**src/rtl/dq_pkg.sv**
```systemverilog
// Shared types for the double-ended queue: opcodes, controller states and
// the command/status bundles between controller and datapath. No dependencies.
`timescale 1ns / 1ps
`default_nettype none

package dq_pkg;

  localparam int unsigned OP_W    = 3;
  localparam int unsigned VALUE_W = 32;
  localparam int unsigned OCC_W   = 7;

  typedef enum logic [OP_W-1:0] {
    OP_PUSH_BACK  = 3'd0,
    OP_POP_BACK   = 3'd1,
    OP_PUSH_FRONT = 3'd2,
    OP_POP_FRONT  = 3'd3,
    OP_DELETE     = 3'd4
  } op_e;

  typedef enum logic [2:0] {
    S_IDLE,
    S_EXEC,
    S_POP,
    S_DEL,
    S_RES
  } state_e;

  typedef struct packed {
    logic capture;
    logic exec;
    logic pop_load;
    logic del_step;
    logic load_out;
  } cmd_t;

  typedef struct packed {
    logic pop_go;
    logic del_go;
    logic del_last;
  } status_t;

endpackage

`default_nettype wire

```
**src/rtl/dq_ram.sv**
```systemverilog
// Generic single-write, single-read RAM with registered read data.
// No dependencies.
`timescale 1ns / 1ps
`default_nettype none

module dq_ram #(
  parameter int unsigned WIDTH = 32,
  parameter int unsigned DEPTH = 64
) (
  input  wire logic                     clk_i,
  input  wire logic                     we_i,
  input  wire logic [$clog2(DEPTH)-1:0] waddr_i,
  input  wire logic [WIDTH-1:0]         wdata_i,
  input  wire logic                     re_i,
  input  wire logic [$clog2(DEPTH)-1:0] raddr_i,
  output logic      [WIDTH-1:0]         rdata_o
);

  logic [WIDTH-1:0] mem_q [DEPTH];

  always_ff @(posedge clk_i) begin
    if (we_i) begin
      mem_q[waddr_i] <= wdata_i;
    end
  end

  always_ff @(posedge clk_i) begin
    if (re_i) begin
      rdata_o <= mem_q[raddr_i];
    end
  end

endmodule

`default_nettype wire

```
**src/rtl/dq_ctrl.sv**
```systemverilog
// Controller state machine for the double-ended queue.
// Depends on dq_pkg for states and the command/status bundles.
`timescale 1ns / 1ps
`default_nettype none

module dq_ctrl (
  input  wire logic         clk_i,
  input  wire logic         rst_ni,
  input  wire logic         in_valid_i,
  output logic              in_ready_o,
  output logic              out_valid_o,
  input  wire logic         out_ready_i,
  input  wire dq_pkg::status_t status_i,
  output dq_pkg::cmd_t      cmd_o
);

  dq_pkg::state_e state_q, state_d;
  logic           out_valid_q, out_valid_d;

  always_ff @(posedge clk_i or negedge rst_ni) begin
    if (!rst_ni) begin
      state_q     <= dq_pkg::S_IDLE;
      out_valid_q <= 1'b0;
    end else begin
      state_q     <= state_d;
      out_valid_q <= out_valid_d;
    end
  end

  always_comb begin
    state_d     = state_q;
    cmd_o       = '0;
    in_ready_o  = 1'b0;
    out_valid_d = out_valid_q && !out_ready_i;
    unique case (state_q)
      dq_pkg::S_IDLE: begin
        in_ready_o = 1'b1;
        if (in_valid_i) begin
          cmd_o.capture = 1'b1;
          state_d       = dq_pkg::S_EXEC;
        end
      end
      dq_pkg::S_EXEC: begin
        cmd_o.exec = 1'b1;
        if (status_i.pop_go) begin
          state_d = dq_pkg::S_POP;
        end else if (status_i.del_go) begin
          state_d = dq_pkg::S_DEL;
        end else begin
          state_d = dq_pkg::S_RES;
        end
      end
      dq_pkg::S_POP: begin
        cmd_o.pop_load = 1'b1;
        state_d        = dq_pkg::S_RES;
      end
      dq_pkg::S_DEL: begin
        cmd_o.del_step = 1'b1;
        if (status_i.del_last) begin
          state_d = dq_pkg::S_RES;
        end
      end
      dq_pkg::S_RES: begin
        // hold the result until the output register is free
        if (!out_valid_q || out_ready_i) begin
          cmd_o.load_out = 1'b1;
          out_valid_d    = 1'b1;
          state_d        = dq_pkg::S_IDLE;
        end
      end
      default: begin
        state_d = dq_pkg::S_IDLE;
      end
    endcase
  end

  assign out_valid_o = out_valid_q;

endmodule

`default_nettype wire

```
**src/rtl/dq_dp.sv**
```systemverilog
// Datapath for the double-ended queue: ring pointers, entry store, result
// and output registers. Depends on dq_pkg and dq_ram.
`timescale 1ns / 1ps
`default_nettype none

module dq_dp #(
  parameter int unsigned DEPTH      = 64,
  parameter int unsigned DATA_WIDTH = 32
) (
  input  wire logic                        clk_i,
  input  wire logic                        rst_ni,
  input  wire logic [dq_pkg::OP_W-1:0]     opcode_i,
  input  wire logic signed [dq_pkg::VALUE_W-1:0] value_i,
  input  wire dq_pkg::cmd_t                cmd_i,
  output dq_pkg::status_t                  status_o,
  output logic signed [dq_pkg::VALUE_W-1:0] popped_value_o,
  output logic                             was_empty_o,
  output logic                             was_full_o,
  output logic [dq_pkg::OCC_W-1:0]         occupancy_o
);

  localparam int unsigned AW = $clog2(DEPTH);
  localparam int unsigned CW = $clog2(DEPTH + 1);

  logic [AW-1:0]         front_q, front_d;
  logic [CW-1:0]         count_q, count_d;
  logic [CW-1:0]         rd_idx_q, rd_idx_d;
  logic [CW-1:0]         kept_q, kept_d;
  dq_pkg::op_e           op_q, op_d;
  logic [DATA_WIDTH-1:0] word_q, word_d;
  logic [dq_pkg::VALUE_W-1:0] res_pop_q, res_pop_d;
  logic                  res_empty_q, res_empty_d;
  logic                  res_full_q, res_full_d;

  logic                  ram_we, ram_re;
  logic [AW-1:0]         ram_waddr, ram_raddr;
  logic [DATA_WIDTH-1:0] ram_wdata, ram_rdata;

  logic                  is_empty, is_full;

  function automatic logic [AW-1:0] ring(input logic [AW-1:0] base,
                                         input logic [CW-1:0] off);
    logic [AW:0] sum;
    sum = {1'b0, base} + (AW+1)'(off);
    if (sum >= (AW+1)'(DEPTH)) begin
      sum = sum - (AW+1)'(DEPTH);
    end
    return sum[AW-1:0];
  endfunction

  dq_ram #(
    .WIDTH (DATA_WIDTH),
    .DEPTH (DEPTH)
  ) u_ram (
    .clk_i   (clk_i),
    .we_i    (ram_we),
    .waddr_i (ram_waddr),
    .wdata_i (ram_wdata),
    .re_i    (ram_re),
    .raddr_i (ram_raddr),
    .rdata_o (ram_rdata)
  );

  assign is_empty = (count_q == '0);
  assign is_full  = (count_q >= CW'(DEPTH));

  always_comb begin
    status_o.pop_go   = !is_empty &&
                        (op_q == dq_pkg::OP_POP_BACK || op_q == dq_pkg::OP_POP_FRONT);
    status_o.del_go   = !is_empty && (op_q == dq_pkg::OP_DELETE);
    status_o.del_last = (rd_idx_q == count_q);
  end

  always_comb begin
    front_d     = front_q;
    count_d     = count_q;
    rd_idx_d    = rd_idx_q;
    kept_d      = kept_q;
    op_d        = op_q;
    word_d      = word_q;
    res_pop_d   = res_pop_q;
    res_empty_d = res_empty_q;
    res_full_d  = res_full_q;
    ram_we      = 1'b0;
    ram_waddr   = '0;
    ram_wdata   = word_q;
    ram_re      = 1'b0;
    ram_raddr   = '0;

    if (cmd_i.capture) begin
      op_d   = dq_pkg::op_e'(opcode_i);
      word_d = DATA_WIDTH'(value_i);
    end

    if (cmd_i.exec) begin
      res_pop_d   = '0;
      res_empty_d = 1'b0;
      res_full_d  = 1'b0;
      case (op_q)
        dq_pkg::OP_PUSH_BACK: begin
          if (is_full) begin
            res_full_d = 1'b1;
          end else begin
            ram_we    = 1'b1;
            ram_waddr = ring(front_q, count_q);
            count_d   = count_q + 1'b1;
          end
        end
        dq_pkg::OP_PUSH_FRONT: begin
          if (is_full) begin
            res_full_d = 1'b1;
          end else begin
            front_d   = (front_q == '0) ? AW'(DEPTH - 1) : front_q - 1'b1;
            ram_we    = 1'b1;
            ram_waddr = front_d;
            count_d   = count_q + 1'b1;
          end
        end
        dq_pkg::OP_POP_BACK: begin
          if (is_empty) begin
            res_empty_d = 1'b1;
            res_pop_d   = '1;
          end else begin
            ram_re    = 1'b1;
            ram_raddr = ring(front_q, count_q - 1'b1);
            count_d   = count_q - 1'b1;
          end
        end
        dq_pkg::OP_POP_FRONT: begin
          if (is_empty) begin
            res_empty_d = 1'b1;
            res_pop_d   = '1;
          end else begin
            ram_re    = 1'b1;
            ram_raddr = front_q;
            front_d   = ring(front_q, CW'(1));
            count_d   = count_q - 1'b1;
          end
        end
        dq_pkg::OP_DELETE: begin
          if (!is_empty) begin
            ram_re    = 1'b1;
            ram_raddr = front_q;
            rd_idx_d  = CW'(1);
            kept_d    = '0;
          end
        end
        default: begin
        end
      endcase
    end

    if (cmd_i.pop_load) begin
      res_pop_d = dq_pkg::VALUE_W'(signed'(ram_rdata));
    end

    if (cmd_i.del_step) begin
      // compact: keep entries that differ, advance the read ahead of the write
      if (ram_rdata != word_q) begin
        ram_we    = 1'b1;
        ram_waddr = ring(front_q, kept_q);
        ram_wdata = ram_rdata;
        kept_d    = kept_q + 1'b1;
      end
      if (rd_idx_q != count_q) begin
        ram_re    = 1'b1;
        ram_raddr = ring(front_q, rd_idx_q);
        rd_idx_d  = rd_idx_q + 1'b1;
      end else begin
        count_d = kept_d;
      end
    end
  end

  always_ff @(posedge clk_i or negedge rst_ni) begin
    if (!rst_ni) begin
      front_q <= '0;
      count_q <= '0;
    end else begin
      front_q <= front_d;
      count_q <= count_d;
    end
  end

  always_ff @(posedge clk_i) begin
    rd_idx_q    <= rd_idx_d;
    kept_q      <= kept_d;
    op_q        <= op_d;
    word_q      <= word_d;
    res_pop_q   <= res_pop_d;
    res_empty_q <= res_empty_d;
    res_full_q  <= res_full_d;
    if (cmd_i.load_out) begin
      popped_value_o <= res_pop_q;
      was_empty_o    <= res_empty_q;
      was_full_o     <= res_full_q;
      occupancy_o    <= dq_pkg::OCC_W'(count_q);
    end
  end

endmodule

`default_nettype wire

```
**src/rtl/double_ended_queue.sv**
```systemverilog
// Double-ended queue: push/pop at either end and delete-by-value with
// compaction, held in a ring RAM. Every request gives one result that
// carries the popped word, the empty-pop and full-push flags and the count
// of entries held afterwards. A push, a failed pop, a delete on an empty
// queue or an unused opcode goes from S_IDLE through S_EXEC to S_RES; a pop
// that finds an entry also passes S_POP, since the entry comes out of the
// registered RAM read. A delete walks the live entries in S_DEL through
// the single RAM read and write port, one entry a cycle. A finished result
// waits in the output register while the next request is taken; a result
// that finds that register still held waits for it, and input stays
// stalled meanwhile. Depends on dq_pkg, dq_ctrl, dq_dp and dq_ram.
`timescale 1ns / 1ps
`default_nettype none

module double_ended_queue #(
  parameter int unsigned DEPTH      = 64,
  parameter int unsigned DATA_WIDTH = 32
) (
  input  wire logic                         clk_i,
  input  wire logic                         rst_ni,
  input  wire logic                         in_valid_i,
  output logic                              in_ready_o,
  input  wire logic [dq_pkg::OP_W-1:0]      opcode_i,
  input  wire logic signed [dq_pkg::VALUE_W-1:0] value_i,
  output logic                              out_valid_o,
  input  wire logic                         out_ready_i,
  output logic signed [dq_pkg::VALUE_W-1:0] popped_value_o,
  output logic                              was_empty_o,
  output logic                              was_full_o,
  output logic [dq_pkg::OCC_W-1:0]          occupancy_o
);

  dq_pkg::cmd_t    cmd;
  dq_pkg::status_t status;

  dq_ctrl u_ctrl (
    .clk_i       (clk_i),
    .rst_ni      (rst_ni),
    .in_valid_i  (in_valid_i),
    .in_ready_o  (in_ready_o),
    .out_valid_o (out_valid_o),
    .out_ready_i (out_ready_i),
    .status_i    (status),
    .cmd_o       (cmd)
  );

  dq_dp #(
    .DEPTH      (DEPTH),
    .DATA_WIDTH (DATA_WIDTH)
  ) u_dp (
    .clk_i          (clk_i),
    .rst_ni         (rst_ni),
    .opcode_i       (opcode_i),
    .value_i        (value_i),
    .cmd_i          (cmd),
    .status_o       (status),
    .popped_value_o (popped_value_o),
    .was_empty_o    (was_empty_o),
    .was_full_o     (was_full_o),
    .occupancy_o    (occupancy_o)
  );

  a_busy_after_transfer: assert property (@(posedge clk_i) disable iff (!rst_ni)
    (in_valid_i && in_ready_o) |=> !in_ready_o)
    else $error("request taken while a previous one is in progress");

  a_flags_exclusive: assert property (@(posedge clk_i) disable iff (!rst_ni)
    out_valid_o |-> !(was_empty_o && was_full_o))
    else $error("empty and full flags both set");

  a_empty_pop_value: assert property (@(posedge clk_i) disable iff (!rst_ni)
    (out_valid_o && was_empty_o) |-> (popped_value_o == '1 && occupancy_o == '0))
    else $error("empty pop reports wrong value or count");

endmodule

`default_nettype wire

```
**config.mk**
```make
export PLATFORM = sky130hd
export DESIGN_NAME = double_ended_queue
export DESIGN_NICKNAME = d
export VERILOG_FILES = /design/src/rtl/dq_pkg.sv /design/src/rtl/dq_ram.sv /design/src/rtl/dq_ctrl.sv /design/src/rtl/dq_dp.sv /design/src/rtl/double_ended_queue.sv
export SDC_FILE = /design/constraint.sdc
export NUM_CORES = 2
export LEC_CHECK = 0
export BUFFER_PORTS_ARGS = -buffer_cell sky130_fd_sc_hd__buf_2
export CORE_UTILIZATION = 30
export CTS_CLUSTER_DIAMETER = 40
export CTS_CLUSTER_SIZE = 10
export DETAILED_ROUTE_END_ITERATION = 8
export PLACE_DENSITY = 0.4
export SKIP_CTS_REPAIR_TIMING = 1
export SLEW_MARGIN = 0
export SYNTH_ARGS = -nofsm -noshare
export SYNTH_HDL_FRONTEND = slang
export SYNTH_HIERARCHICAL = 1
export SYNTH_SLANG_ARGS = --single-unit
```
**constraint.sdc**
```tcl
create_clock -name clk_i -period 14.85 [get_ports clk_i]
set_input_delay 1.485 -clock clk_i [delete_from_list [all_inputs] [get_ports clk_i]]
set_output_delay 1.485 -clock clk_i [all_outputs]
set_load 0.03 [all_outputs]
```
# After elaboration in Yosys (flattened, before gate mapping)
# Memories as Yosys holds them, arrays and structs flattened. A register that Yosys moved wholly into a read port is not among the register bits.
# Index checks and enable logic that the tools add are counted.
[op_classes]
add_sub_neg = 15
mul = 0
div_mod_pow = 0
order_cmp = 6
n_eq_ne = 16
shifts = 0
mux = 73
n_bitwise = 0
reduce_logical = 20
[op_table]
columns = ["operator", "n"]
rows = [
  ["32-bit two-way mux", 6],
  ["6-bit two-way mux", 18],
  ["7-bit two-way mux", 15],
  ["7-bit >= comparator, second input constant", 6],
  ["6-bit one-hot mux with 2 select lines", 3],
  ["6-bit by 1-bit subtractor with 6-bit output, second input constant", 6],
  ["32-bit inequality test", 1],
  ["6-bit by 7-bit adder with 7-bit output", 4],
  ["1-bit two-way mux", 24],
  ["7-bit by 1-bit adder with 7-bit output, second input constant", 3],
  ["3-bit two-way mux", 5],
  ["3-bit one-hot mux with 5 select lines", 1],
  ["7-bit one-hot mux with 2 select lines", 1],
  ["3-bit by 2-bit == test with 1-bit output, second input constant", 4],
  ["2-bit inequality test, second input constant", 4],
  ["6-bit by 1-bit adder with 7-bit output, second input constant", 1],
  ["7-bit == test", 1],
  ["7-bit zero test", 1],
  ["7-bit inequality test", 1],
  ["7-bit by 1-bit subtractor with 7-bit output, second input constant", 1],
  ["3-bit by 1-bit == test with 1-bit output, second input constant", 2],
  ["3-bit == test, second input constant", 2],
  ["3-bit zero test", 2],
  ["6-bit zero test", 1],
  ["other kinds (9)", 17],
]
[word_totals]
register_bits = 141
latch_bits = 0
ram_bits = 2048
mem_bits_ro = 0
in_bits = 39
word_cells = 146
n_memories = 1
[memory_table]
columns = ["name", "depth", "word_bits", "read_ports", "rd_clocked_by_memory_dff", "wr", "line", "text"]
rows = [
  ["u_dp.u_ram.mem_q", 64, 32, 1, 1, 1, "dq_ram.sv:19", "logic [WIDTH-1:0] mem_q [DEPTH];"],
]

# Logic depth before layout (Yosys ltp)
[logic_depth]
word_depth = 9
ltp_mapped = 17

# Modules after synthesis
# The synthesis kept the hierarchy.
[modules_own_cells]
columns = ["mod", "n_inst", "cells_per_inst", "area_each_um2", "seq_area_each_um2"]
rows = [
  ["dq_ram", 1, 3324, 78835.6, 62459.9],
  ["dq_dp", 1, 646, 7537.2, 3908.7],
  ["dq_ctrl", 1, 27, 232.7, 100.1],
]

# Worst setup path after synthesis
# OpenSTA, ideal clock, no wires.
[synth_timing]
path_type = "register to register"
start = "reg u_ctrl.state_q[2]"
end = "mem u_dp.u_ram.mem_q[49][0] (enable)"
setup_time_ps = 461
t_arrival_ps = 4476
setup_slack_ps = 9914
stages_incl_launch_ff = 10
path_buffers = 0
synth_period_minus_slack_ps = 4936
cell_sequence = "dfrtp_1 -> nand2b_1 -> nor2_1 -> inv_1 -> nor4_1 -> o21ai_0 -> a31oi_1 -> mux2_1 -> nand4_1 -> nor3_1"
[synth_lines]
columns = ["element", "line", "text"]
rows = [
  ["start, declared", "dq_ctrl.sv:17", "dq_pkg::state_e state_q, state_d;"],
  ["start signal, assigned", "dq_ctrl.sv:22", "state_q <= dq_pkg::S_IDLE;"],
  ["start signal, assigned", "dq_ctrl.sv:25", "state_q <= state_d;"],
  ["end, declared", "dq_ram.sv:19", ""],
]

# Worst setup path in the final report
[layout_timing]
start = "reg u_dp.count_q[1]"
end = "reg u_dp.u_ram.rdata_o[7] (read register of u_dp.u_ram.mem_q), data pin"
[layout_between]
elab_chain_len = 9
word_cells_on_any_way = 18
classes_between = "3 x add/sub; 1 x order compare; 1 x eq/ne; 12 x mux; 1 x reduce/logical"
[layout_rtl]
columns = ["element", "line", "text"]
rows = [
  ["start, declared", "dq_dp.sv:26", "logic [CW-1:0] count_q, count_d;"],
  ["start signal, assigned", "dq_dp.sv:181", "count_q <= count_d;"],
  ["7-bit by 1-bit subtractor with 7-bit output", "dq_dp.sv:125", "ram_raddr = ring(front_q, count_q - 1'b1);"],
  ["6-bit by 7-bit adder with 7-bit output", "dq_dp.sv:44", "sum = {1'b0, base} + (AW+1)'(off);"],
  ["6-bit by 1-bit subtractor with 6-bit output or 7-bit >= comparator (tied branches)", "dq_dp.sv:46, dq_dp.sv:45", ""],
  ["6-bit two-way mux", "dq_dp.sv:45", "if (sum >= (AW+1)'(DEPTH)) begin"],
  ["6-bit two-way mux", "dq_dp.sv:120", "if (is_empty) begin"],
  ["6-bit one-hot mux with 2 select lines", "dq_dp.sv:99", "case (op_q)"],
  ["6-bit two-way mux", "dq_dp.sv:95", "if (cmd_i.exec) begin"],
  ["6-bit two-way mux", "dq_dp.sv:165", "if (rd_idx_q != count_q) begin"],
  ["6-bit two-way mux (*)", "dq_dp.sv:157", "if (cmd_i.del_step) begin"],
  ["net u_dp.ram_raddr[1]", "dq_dp.sv:36", "logic [AW-1:0] ram_waddr, ram_raddr;"],
  ["end, declared", "dq_ram.sv:16", "output logic [WIDTH-1:0] rdata_o"],
]
# The timed path passes the listed nets; every way through them passes the cells marked *.
# A chain may end at the register's enable or synchronous reset.

==> results.json <==
{
  "ant_nets": 0,
  "synth_area_mm2": 0.0866,
  "total_power_mw": 20.0,
  "crit_type": "reg2reg",
  "drtIter0Drc": 4067,
  "irDropWorstVdd_mv": 0.0988,
  "clockBufferDepth": 4,
  "yosys.area.top_type": "edfxtp_1",
  "start_kind": "flop",
  "dp_slack_ns": 8.12,
  "rsz0062_at_grt": "false",
  "worst_slack_ns": 8.23,
  "synth_xor_area_share_pct": 0.678,
  "hp-class": "reg2reg",
  "syn_nets": 4067,
  "dr_wl_met2_mm": 131,
  "wl_met1_mm": 123,
  "setup_viol": 0,
  "initial_core_util_pct": 30.3,
  "vias": 43300,
  "first_pass_iters": 5,
  "synth_area_leaders": "edfxtp_1, mux4_2, mux2i_1",
  "powerDensity_mw_per_mm2": 191,
  "synth_warnings": 6,
  "fin_util_pct": 36.7,
  "synth-seq-area-share_pct": 76.7,
  "clkSinkCount": 2221,
  "grt_usage_pct": 18.7,
  "met3_length_mm": 15.7,
  "layout-drive-gt1-share_pct": 31.8,
  "multiInputGateArea_mm2": 0.0195,
  "dpl.cell_count": 7773,
  "synth_ff_type": "edfxtp_1",
  "relSlewSlack_pct": 6.31,
  "fin_tns_setup_ns": 0,
  "clk_latency_ns": 0.94,
  "fin_skew_ns": 0.0625,
  "endpoint_kind": "flop",
  "p_leak_nw": 32.6,
  "synth_top_family_by_area": "multiplexers",
  "highest_layer": "met5",
  "worstMarginPinSlew_ns": 1.41,
  "async_flop_share_pct": 0.765,
  "fin_cells": 8466,
  "hpwlAfterDp_mm": 150,
  "io_buffer_count": 81,
  "dieArea_mm2": 0.291,
  "grt_pass1_wl_mm": 378,
  "fin_area_mm2": 0.105,
  "synth_top_area_share_pct": 75.9,
  "period_share_pct": 44.6,
  "die_w_um": 539,
  "synth-compound-area-share_pct": 2.65,
  "syn_avg_cell_area_um2": 21.7,
  "synth.most_common_cell": "edfxtp_1",
  "design.core.area_mm2": 0.286,
  "whs_ns": 0.412,
  "synth-simple-area-share_pct": 2.26,
  "path_max_fanout": 76,
  "cts_root_buf": "clkbuf_16",
  "grt_pass1_vias": 44800,
  "synth_common_cells": "edfxtp_1, mux4_2, nor2_1",
  "wl_per_cell_um": 32.4,
  "htree_levels": 5,
  "synth-seq-cells": 2221,
  "cp.arrival_ns": 7.20,
  "nNetsFinal": 4458,
  "gp_congestion": 0.761,
  "cp.required_ns": 15.43,
  "synth_edf_count": 2190,
  "min_period_ns": 6.62,
  "wl_mm": 274,
  "cts_tree": "yes",
  "outcome": "finished, final reports clean",
  "viasPerCell": 5.11,
  "dpl_cell_area_mm2": 0.0924,
  "route.detailed.drc": 0,
  "slew_violations": 0,
  "fmax_ghz": 0.151,
  "synth_cells": 3997,
  "io_pins": 82,
  "die_y_um": 539,
  "overflow": 0,
  "ys_types": 69,
  "cts_inserted_buffers": 375,
  "hold_viol_final": 0,
  "clk_pin_slew_ns": 0.05,
  "area_growth_pct": 21.4,
  "grt_max_degree": 77,
  "synth.mux.area_fraction_pct": 15.8,
  "maxCapViolCount": 0,
  "rows": 196,
  "nFillCells": 26100,
  "synthAdderAreaFrac_pct": 0.483,
  "layout.area.seq_mm2": 0.0665,
  "antenna_found_initial": 20
}
-- critical path, cell delays in order, from the launching register on --
cell     delay, ns
dfrtp_1       0.59
inv_1         0.16
ha_1          0.37
fa_1          0.48
nor3_1        0.19
a21oi_1       0.06
or3_1         0.37
o21ai_4       0.33
buf_4         0.65
buf_12        0.50
buf_4         0.67
mux4_2        0.43
o22ai_1       0.22
nor2_1        0.12
a21oi_1       0.95
nor2_1        0.13
-- sequential cells by signal, summed over array words and instances, names as in the netlist --
signal	count
u_dp/kept_q	7
u_dp/occupancy_o	7
u_dp/u_ram/rdata_o	32
u_dp/front_q	6
u_dp/was_full_o	1
u_dp/res_empty_q	1
u_dp/rd_idx_q	7
u_dp/res_full_q	1
u_dp/was_empty_o	1
u_dp/res_pop_q	32
u_dp/u_ram/mem_q	2048
u_dp/op_q	3
u_dp/count_q	7
u_dp/popped_value_o	32
u_ctrl/out_valid_o	1
u_ctrl/state_q	3
u_dp/word_q	32
-- per-layer routing --
| layer | vias up | global-route usage [%] |
|---|---|---|
| met2 | 1297 | 30.3 |
| li1 | 17700 | - |
| met5 | - | 0 |
| met3 | 368 | 2.88 |
| met4 | 2 | 4.35 |
| met1 | 23900 | 26.4 |
-- power by group --
part,switching (mW),total (mW),internal [mW],leakage [nW]
Clock,3.12,8.73,5.60,6.12
Combinational,2.30,3.51,1.21,6.48
Sequential,0.253,7.81,7.55,20.0
-- cell usage in the layout, fill, tap and decap left out, types with 10 or more instances in the layout --
| master | synthesis | final |
|---|---|---|
| a21o_1 | 42 | 42 |
| xnor2_1 | 25 | 25 |
| clkinv_4 | 0 | 17 |
| and3_1 | 12 | 11 |
| or3_1 | 11 | 11 |
| ha_1 | 27 | 27 |
| o22ai_1 | 88 | 86 |
| nor3_1 | 24 | 21 |
| o21ai_0 | 26 | 23 |
| xor2_1 | 42 | 42 |
| clkinv_1 | 0 | 60 |
| bufinv_16 | 0 | 51 |
| mux4_2 | 544 | 544 |
| o21ai_1 | 12 | 11 |
| clkbuf_1 | 92 | 34 |
| nor2b_1 | 21 | 20 |
| nor2_1 | 165 | 102 |
| nor2_4 | 1 | 63 |
| inv_1 | 22 | 22 |
| a21oi_1 | 86 | 86 |
| nand3_1 | 30 | 30 |
| mux2_2 | 10 | 32 |
| buf_2 | 66 | 81 |
| o221ai_1 | 30 | 30 |
| dfrtp_1 | 17 | 17 |
| inv_6 | 0 | 23 |
| a22oi_1 | 14 | 14 |
| clkbuf_16 | 0 | 382 |
| buf_4 | 29 | 148 |
| dfxtp_1 | 14 | 14 |
| clkinvlp_4 | 0 | 45 |
| mux2i_1 | 103 | 103 |
| clkinv_2 | 0 | 61 |
| nand2_1 | 61 | 61 |
| nor4_1 | 10 | 10 |
| nand2b_1 | 17 | 16 |
| edfxtp_1 | 2190 | 2190 |
-- worst paths after layout --
check / slack, ns / start / cells past startpoint / end
hold / removal: 0.41 / u_dp/res_pop_q[20] / 0 / u_dp/popped_value_o[20]
min in group asynchronous: 0.56 / rst_ni / 1 / u_ctrl/out_valid_o
hold reg to reg: 0.41 / u_dp/res_pop_q[20] / 0 / u_dp/popped_value_o[20]
setup reg to reg: 8.23 / u_dp/count_q[1] / 15 / u_dp/u_ram/rdata_o[7]
setup / recovery: 8.23 / u_dp/count_q[1] / 15 / u_dp/u_ram/rdata_o[7]
max in group asynchronous: 13.95 / rst_ni / 1 / u_dp/front_q[0]
-- logic make-up (layout without fill, tap and decap cells) --
logic type	after synthesis	after routing
compound gates	351	351
xor+xnor	67	67
fa+ha+maj	31	31
buf+inv	242	943
flops	2221	2221
mux	683	683
other cells	0	6
simple gates	402	402
-- final cells by class --
type	instances	share of cell area, %
Antenna cell	6	0.0143
Clock buffer	416	9.21
Multi-Input combinational cell	1534	18.6
Sequential cell	2221	63.2
Tap cell	3762	4.48
Clock inverter	271	2.91
Inverter	22	0.0785
Timing Repair Buffer	234	1.54
No activity file was read; power rests on OpenSTA's default activity.
